## src/rtl/bthc_pkg.sv

```systemverilog
`timescale 1ns / 1ps

package bthc_pkg;

	localparam int CODE_W     = 6;
	localparam int TIME_W     = 32;
	localparam int KIND_W     = 3;
	localparam int CFG_IDX_W  = 3;
	localparam int CFG_DATA_W = 64;
	localparam int CODE_COUNT_DEFAULT = 64;

	// stream widths, padded to whole bytes
	localparam int S_TDATA_W = 40;
	localparam int M_TDATA_W = 8;

	// event kinds
	localparam logic [KIND_W-1:0] EV_NONE         = 3'd0;
	localparam logic [KIND_W-1:0] EV_PRESS        = 3'd1;
	localparam logic [KIND_W-1:0] EV_TAP          = 3'd2;
	localparam logic [KIND_W-1:0] EV_DOUBLE       = 3'd3;
	localparam logic [KIND_W-1:0] EV_HOLD         = 3'd4;
	localparam logic [KIND_W-1:0] EV_HOLD_RELEASE = 3'd5;

	// register indexes
	localparam logic [CFG_IDX_W-1:0] REG_LONG_HOLD  = 3'd0;
	localparam logic [CFG_IDX_W-1:0] REG_SHORT_HOLD = 3'd1;
	localparam logic [CFG_IDX_W-1:0] REG_DTAP_WIN   = 3'd2;
	localparam logic [CFG_IDX_W-1:0] REG_SHORT_MASK = 3'd3;
	localparam logic [CFG_IDX_W-1:0] REG_IDLE_CODE  = 3'd4;

	// register reset values
	localparam logic [TIME_W-1:0] LONG_HOLD_RST  = 32'd1000;
	localparam logic [TIME_W-1:0] SHORT_HOLD_RST = 32'd500;
	localparam logic [TIME_W-1:0] DTAP_WIN_RST   = 32'd400;
	localparam logic [CODE_W-1:0] IDLE_CODE_RST  = 6'd0;

	typedef struct packed {
		logic [TIME_W-1:0] long_hold_time;
		logic [TIME_W-1:0] short_hold_time;
		logic [TIME_W-1:0] double_tap_window;
		logic [CODE_W-1:0] idle_code;
	} cfg_t;

	typedef struct packed {
		logic [CODE_W-1:0] last_code;
		logic [TIME_W-1:0] press_time;
		logic              held_flag;
		logic [TIME_W-1:0] tap_time;
		logic [CODE_W-1:0] tap_code;
		logic              tap_pending;
	} state_t;

	typedef struct packed {
		logic [KIND_W-1:0] event_kind;
		logic [CODE_W-1:0] event_button;
		logic              hold_active;
	} result_t;

endpackage

```

## src/rtl/bthc_cfg_regs.sv

```systemverilog
`timescale 1ns / 1ps

module bthc_cfg_regs #(
	parameter int CODE_COUNT = bthc_pkg::CODE_COUNT_DEFAULT
) (
	input  logic                             clk,
	input  logic                             arst_n,
	input  logic                             wr_en,
	input  logic [bthc_pkg::CFG_IDX_W-1:0]   wr_index,
	input  logic [bthc_pkg::CFG_DATA_W-1:0]  wr_data,
	output bthc_pkg::cfg_t                   cfg,
	output logic [CODE_COUNT-1:0]            short_mask
);

	bthc_pkg::cfg_t          cfg_q;
	logic [CODE_COUNT-1:0]   mask_q;

	// register file, writes to unknown indexes are dropped
	always_ff @(posedge clk or negedge arst_n) begin
		if (!arst_n) begin
			cfg_q.long_hold_time    <= bthc_pkg::LONG_HOLD_RST;
			cfg_q.short_hold_time   <= bthc_pkg::SHORT_HOLD_RST;
			cfg_q.double_tap_window <= bthc_pkg::DTAP_WIN_RST;
			cfg_q.idle_code         <= bthc_pkg::IDLE_CODE_RST;
			mask_q                  <= '0;
		end else if (wr_en) begin
			case (wr_index)
				bthc_pkg::REG_LONG_HOLD: begin
					cfg_q.long_hold_time <= wr_data[bthc_pkg::TIME_W-1:0];
				end
				bthc_pkg::REG_SHORT_HOLD: begin
					cfg_q.short_hold_time <= wr_data[bthc_pkg::TIME_W-1:0];
				end
				bthc_pkg::REG_DTAP_WIN: begin
					cfg_q.double_tap_window <= wr_data[bthc_pkg::TIME_W-1:0];
				end
				bthc_pkg::REG_SHORT_MASK: begin
					mask_q <= wr_data[CODE_COUNT-1:0];
				end
				bthc_pkg::REG_IDLE_CODE: begin
					cfg_q.idle_code <= wr_data[bthc_pkg::CODE_W-1:0];
				end
				default: begin
				end
			endcase
		end
	end

	assign cfg        = cfg_q;
	assign short_mask = mask_q;

endmodule

```

## src/rtl/bthc_classify.sv

```systemverilog
`timescale 1ns / 1ps

module bthc_classify #(
	parameter int CODE_COUNT = bthc_pkg::CODE_COUNT_DEFAULT
) (
	input  logic [bthc_pkg::CODE_W-1:0]  code,
	input  logic [bthc_pkg::TIME_W-1:0]  now_time,
	input  bthc_pkg::cfg_t               cfg,
	input  logic [CODE_COUNT-1:0]        short_mask,
	input  bthc_pkg::state_t             state,
	output bthc_pkg::state_t             state_next,
	output bthc_pkg::result_t            result
);

	localparam int IDX_W = (CODE_COUNT > 1) ? $clog2(CODE_COUNT) : 1;
	localparam logic [bthc_pkg::CODE_W:0] CODE_LIMIT = (bthc_pkg::CODE_W + 1)'(CODE_COUNT);

	logic                         in_range;
	logic                         short_sel;
	logic [bthc_pkg::TIME_W-1:0]  threshold;
	logic [bthc_pkg::TIME_W-1:0]  since_press;
	logic [bthc_pkg::TIME_W-1:0]  since_tap;
	logic                         changed;
	logic                         is_idle;

	// hold threshold per button, codes past the mask use the long one
	assign in_range    = {1'b0, code} < CODE_LIMIT;
	assign short_sel   = in_range && short_mask[code[IDX_W-1:0]];
	assign threshold   = short_sel ? cfg.short_hold_time : cfg.long_hold_time;

	// elapsed times wrap modulo 2^32
	assign since_press = now_time - state.press_time;
	assign since_tap   = now_time - state.tap_time;

	assign changed     = code != state.last_code;
	assign is_idle     = code == cfg.idle_code;

	// event decision and next state
	always_comb begin
		state_next          = state;
		result.event_kind   = bthc_pkg::EV_NONE;
		result.event_button = code;
		if (changed) begin
			state_next.last_code = code;
			if (!is_idle) begin
				state_next.press_time = now_time;
				state_next.held_flag  = 1'b0;
				result.event_kind     = bthc_pkg::EV_PRESS;
			end else if (state.held_flag) begin
				result.event_kind   = bthc_pkg::EV_HOLD_RELEASE;
				result.event_button = state.last_code;
			end else if (state.tap_pending && state.last_code == state.tap_code &&
				since_tap <= cfg.double_tap_window) begin
				state_next.tap_pending = 1'b0;
				result.event_kind      = bthc_pkg::EV_DOUBLE;
				result.event_button    = state.last_code;
			end else begin
				state_next.tap_pending = 1'b1;
				state_next.tap_time    = now_time;
				state_next.tap_code    = state.last_code;
				result.event_kind      = bthc_pkg::EV_TAP;
				result.event_button    = state.last_code;
			end
		end else if (!is_idle && !state.held_flag && since_press >= threshold) begin
			state_next.held_flag = 1'b1;
			result.event_kind    = bthc_pkg::EV_HOLD;
		end
		result.hold_active = state_next.held_flag;
	end

endmodule

```

## src/rtl/button_tap_hold_classifier_core.sv

```systemverilog
`timescale 1ns / 1ps

// Button tap / double-tap / long-press classifier. Each input transaction is one
// sample (button code and millisecond tick) and yields exactly one output
// transaction: none, press, tap, double tap, hold or hold release, the button it
// concerns and the current hold flag. One sample is taken every clock cycle
// while the output is not stalled; the sample is caught in the input register
// at the edge that accepts it, and its event is loaded into the result register
// once that register is free, with the classification logic between the two
// registers. The configuration port is always ready and is meant to be written
// while no samples are in flight.
module button_tap_hold_classifier_core #(
	parameter int CODE_COUNT = bthc_pkg::CODE_COUNT_DEFAULT
) (
	input  logic                             clk,
	input  logic                             arst_n,
	// input samples
	input  logic                             s_tvalid,
	output logic                             s_tready,
	input  logic [bthc_pkg::S_TDATA_W-1:0]   s_tdata,  // [5:0] button_code, [37:6] now_time
	// events
	output logic                             m_tvalid,
	input  logic                             m_tready,
	output logic [bthc_pkg::M_TDATA_W-1:0]   m_tdata,  // [5:0] event_button, [6] hold_active
	output logic [bthc_pkg::KIND_W-1:0]      m_tuser,  // [2:0] event_kind
	// configuration writes
	input  logic                             cfg_valid,
	output logic                             cfg_ready,
	input  logic [bthc_pkg::CFG_IDX_W-1:0]   cfg_index,
	input  logic [bthc_pkg::CFG_DATA_W-1:0]  cfg_data
);

	bthc_pkg::cfg_t               cfg;
	logic [CODE_COUNT-1:0]        short_mask;

	logic                         valid_s1;
	logic [bthc_pkg::CODE_W-1:0]  code_s1;
	logic [bthc_pkg::TIME_W-1:0]  time_s1;

	logic                         valid_s2;
	bthc_pkg::result_t            result_s2;

	bthc_pkg::state_t             state_q;
	bthc_pkg::state_t             state_next;
	bthc_pkg::result_t            result;

	logic                         in_take;
	logic                         advance;

	assign cfg_ready = 1'b1;

	bthc_cfg_regs #(
		.CODE_COUNT (CODE_COUNT)
	) u_cfg (
		.clk        (clk),
		.arst_n     (arst_n),
		.wr_en      (cfg_valid),
		.wr_index   (cfg_index),
		.wr_data    (cfg_data),
		.cfg        (cfg),
		.short_mask (short_mask)
	);

	// pipeline handshake: stage 1 moves on when the result register frees up
	assign advance  = valid_s1 && (!valid_s2 || m_tready);
	assign s_tready = !valid_s1 || advance;
	assign in_take  = s_tvalid && s_tready;

	// input register
	always_ff @(posedge clk or negedge arst_n) begin
		if (!arst_n) begin
			valid_s1 <= 1'b0;
		end else if (in_take) begin
			valid_s1 <= 1'b1;
		end else if (advance) begin
			valid_s1 <= 1'b0;
		end
	end

	always_ff @(posedge clk) begin
		if (in_take) begin
			code_s1 <= s_tdata[bthc_pkg::CODE_W-1:0];
			time_s1 <= s_tdata[bthc_pkg::CODE_W +: bthc_pkg::TIME_W];
		end
	end

	bthc_classify #(
		.CODE_COUNT (CODE_COUNT)
	) u_classify (
		.code       (code_s1),
		.now_time   (time_s1),
		.cfg        (cfg),
		.short_mask (short_mask),
		.state      (state_q),
		.state_next (state_next),
		.result     (result)
	);

	// tracking state commits as each sample passes to the result register
	always_ff @(posedge clk or negedge arst_n) begin
		if (!arst_n) begin
			state_q <= '0;
		end else if (advance) begin
			state_q <= state_next;
		end
	end

	// result register
	always_ff @(posedge clk or negedge arst_n) begin
		if (!arst_n) begin
			valid_s2 <= 1'b0;
		end else if (advance) begin
			valid_s2 <= 1'b1;
		end else if (m_tready) begin
			valid_s2 <= 1'b0;
		end
	end

	always_ff @(posedge clk) begin
		if (advance) begin
			result_s2 <= result;
		end
	end

	assign m_tvalid = valid_s2;
	assign m_tuser  = result_s2.event_kind;
	assign m_tdata  = {1'b0, result_s2.hold_active, result_s2.event_button};

endmodule

```

## config.mk

```make
export PLATFORM = sky130hd
export DESIGN_NAME = button_tap_hold_classifier_core
export DESIGN_NICKNAME = d
export VERILOG_FILES = /design/src/rtl/bthc_pkg.sv /design/src/rtl/bthc_cfg_regs.sv /design/src/rtl/bthc_classify.sv /design/src/rtl/button_tap_hold_classifier_core.sv
export SDC_FILE = /design/constraint.sdc
export NUM_CORES = 1
export LEC_CHECK = 0
export ABC_AREA = 1
export BUFFER_PORTS_ARGS = -buffer_cell sky130_fd_sc_hd__buf_2
export CORE_MARGIN = 8
export CORE_UTILIZATION = 55
export CTS_CLUSTER_SIZE = 16
export DETAILED_ROUTE_END_ITERATION = 10
export PLACE_DENSITY = 0.77
export SLEW_MARGIN = 0
export SYNTH_ARGS = -nofsm -noshare
export SYNTH_HDL_FRONTEND = slang
export SYNTH_SLANG_ARGS = --single-unit
```

## constraint.sdc

```tcl
create_clock -name clk -period 3.67 [get_ports clk]
set_input_delay 0.5505 -clock clk [delete_from_list [all_inputs] [get_ports clk]]
set_output_delay 0.5505 -clock clk [all_outputs]
set_load 0.05 [all_outputs]
```

==> flow_metrics.py <==
metrics = {
    "clock_tree": {
        "htree_levels": 2,
        "root_buffer": "clkbuf_16",
        "insertion_delay_ns": 0.54,
        "clk_pin_slew_ns": 0.06,
        "cts_tree": "yes",
        "cts_buffers": 34,
        "clock_path_buffers": 3,
        "cts_sinks": 294,
    },
    "floorplanning": {
        "die_y_um": 194.8,
        "std_cell_rows": 65,
        "ios": 126,
        "core_area_um2": 31470,
        "start_util_pct": 55.83,
        "fp.dieW_um": 194.8,
        "dieArea_um2": 37930,
    },
    "synth": {
        "async_flop_share_pct": 83.67,
        "synth.ff_latch_count": 294,
        "synth_common_cells": "nand2_1, inv_1, dfrtp_1",
        "ys_seq_area_share_pct": 43.34,
        "synth_cell_type_count": 42,
        "avgSynthCellArea_um2": 7.973,
        "synth.largest_area_cell": "dfrtp_1",
        "synth_most_common_cell": "nand2_1",
        "synth_top_area_share_pct": 32.89,
        "syn-num-nets": 2444,
        "synth_area_leaders": "dfrtp_1, nand2_1, ha_1",
        "ys_warn_count": 0,
        "synth_ff_type": "dfrtp_1",
        "synthCells": 2204,
        "syn-cell-area_um2": 17570,
        "synth_edf_count": 48,
    },
    "detailed_routing": {
        "vias": 15520,
        "drtAntennaViolNets": 0,
        "routed_wirelength_mm": 49.51,
        "drt_iter0_drc": 1042,
        "drc_errors": 0,
        "firstDrtPassIters": 5,
        "wire_per_inst_um": 17.43,
        "drt-vias-per-instance": 5.464,
    },
    "critical_path": {
        "crit_path_end_kind": "register",
        "required_ns": 4.14,
        "start_kind": "register",
        "r2r_setup_slack_ns": 0.03,
        "worstSetupPathType": "reg -> reg",
        "critPathMostFrequentCell": "nand2_2",
        "critPathSlowestCell": "dfrtp_1",
        "crit_path_max_fanout": 7,
        "crit_arrival_ns": 4.10,
        "critical_path.max_stage_delay_ns": 0.42,
    },
    "place": {
        "hpwl_mm": 36.08,
        "port_buffers": 121,
        "place_congestion": 0.9598,
        "dpl_cell_area_um2": 19300,
    },
    "timing": {
        "period_needed_ns": 3.636,
        "hold_viol": 0,
        "timing.slew.headroom_pct": 44.92,
        "worstMarginPinSlew_ns": 0.8187,
        "rsz0062_at_grt": "yes",
        "min_period_over_period_pct": 99.08,
        "max_freq_mhz": 275.0,
        "finalSetupViolCount": 0,
        "skew_ns": 0.02215,
        "drv_slew": 0,
    },
    "global_routing": {
        "antenna_found_initial": 0,
        "grt_usage_pct": 25.14,
        "gr-total-overflow": 0,
        "grt_pass1_wl_mm": 77.97,
        "grt_max_degree": 87,
        "grt_pass1_vias": 15410,
    },
    "pwr": {
        "p_per_area_nw_per_um2": 699.8,
        "totalPowerFinal_uw": 14890,
        "irDropWorstVdd_mv": 0.4178,
        "p_leak_uw": 0.01050,
    },
    "flow_run": {
        "max_cap_viol_count": 0,
    },
    "run_status": {
        "status": "completed",
    },
    "layout": {
        "final_area_um2": 21280,
        "drive_above_1_share_pct": 20.87,
        "area_growth_pct": 21.08,
        "num_antenna_cells": 0,
        "fin_util_pct": 67.60,
        "layout.nets": 2654,
    },
    "worst_hold_path": {
        "holdCritPathClass": "in -> async",
    },
}
-- sequential cells by signal, indices dropped and copies added, names as in the netlist --
name	count
code_s1	6
m_tdata	7
m_tuser	3
m_tvalid	1
state_q	78
time_s1	32
u_cfg.cfg	102
u_cfg.short_mask	64
valid_s1	1
-- power breakdown --
| group | internal (uW) | switching, uW | total (uW) |
|---|---|---|---|
| combinational | 2920 | 4180 | 7100 |
| clock | 1930 | 1400 | 3330 |
| sequential | 4030 | 428 | 4460 |
-- critical path: cells and delay by family, from the launching register on --
| kind | cells | cell delay, ns |
|---|---|---|
| buffers and inverters | 3 | 0.44 |
| adder cells (fa/ha/maj) | 3 | 0.81 |
| AND/OR/NAND/NOR | 16 | 1.41 |
| AO/OA/AOI/OAI | 4 | 0.48 |
| flip-flops | 1 | 0.42 |
-- layer usage --
| layer | up-vias | wire [um] | track usage [%] | part of all wire [%] |
|---|---|---|---|---|
| li1 | 7575 | - | - | - |
| met1 | 7346 | 21790 | 33.13 | 44 |
| met2 | 484 | 23280 | 41.51 | 47 |
| met3 | 117 | 2680 | 3.835 | 5.4 |
| met4 | 0 | 1754 | 9.405 | 3.5 |
| met5 | - | 0 | 0 | 0 |
-- kinds of logic (layout without fill, tap and decap cells) --
family,count (synthesis),count (layout),synth area share [%]
AND/OR/NAND/NOR,946,946,22.33
AO/OA/AOI/OAI,383,383,11.71
buffers and inverters,353,588,8.060
flip-flops,294,294,43.34
adder cells (fa/ha/maj),128,128,9.199
XOR/XNOR,67,67,3.339
multiplexers,31,31,1.986
other,2,2,0.04274
-- cell type report --
type                    count  area (um2)
fillers                  2578       10200
multi-input cells        1557        9253
flip-flops and latches    294        7616
repair buffers            247        1748
inverters                 280        1051
clock buffers              50        1011
well taps                 402       503.0
clock inverters            11       95.09
-- layout by cell type (no fill, tap or decap), types with 36 or more instances in the layout --
| master | n |
|---|---|
| nand2_1 | 546 |
| inv_1 | 272 |
| dfrtp_1 | 231 |
| o21ai_0 | 178 |
| nand3_1 | 128 |
| nor2_1 | 125 |
| buf_2 | 120 |
| a21oi_1 | 116 |
| ha_1 | 109 |
| buf_4 | 109 |
| nand2_2 | 54 |
| edfxtp_1 | 48 |
| xor2_1 | 38 |
| clkbuf_16 | 36 |
-- path summary, 6_finish.rpt --
| kind | start | end | depth (start not counted) |
|---|---|---|---|
| setup / recovery | state_q[7]$_DFFE_PN0P_ | state_q[19]$_DFFE_PN0P_ | 26 |
| hold / removal | arst_n | state_q[8]$_DFFE_PN0P_ | 1 |
| setup reg to reg | state_q[7]$_DFFE_PN0P_ | state_q[19]$_DFFE_PN0P_ | 26 |
| hold reg to reg | state_q[14]$_DFFE_PN0P_ | state_q[14]$_DFFE_PN0P_ | 2 |
| max in group asynchronous | arst_n | u_cfg.cfg[42]$_DFFE_PN1P_ | 2 |
| min in group clk | s_tdata[36] | time_s1[30]$_DFFE_PP_ | 1 |
-- timing repair --
item / 4_1_cts / 5_1_grt
buffers inserted: 0 / 13
gates resized for setup: 12 / 178
hold buffers: 0 / 0
setup endpoints to repair: 43 / 43
gates cloned: 1 / 2
pin swaps: 1 / 44
-- metrics by stage --
step | hold slack [ns] | worst slack, ns | setup TNS (ns) | cells
2_1_floorplan | 0.2549 | 0.1390 | 0 | 2204
3_3_place_gp | 0.4539 | -0.1038 | -3.586 | 2766
3_5_place_dp | 0.4584 | -0.1835 | -5.459 | 2766
4_1_cts | 0.03842 | 0.002979 | 0 | 2828
5_1_grt | 0.07095 | -0.1267 | -3.738 | 2841
6_report | 0.01278 | 0.03386 | 0 | 2841
(Power assumes the default switching activity.)
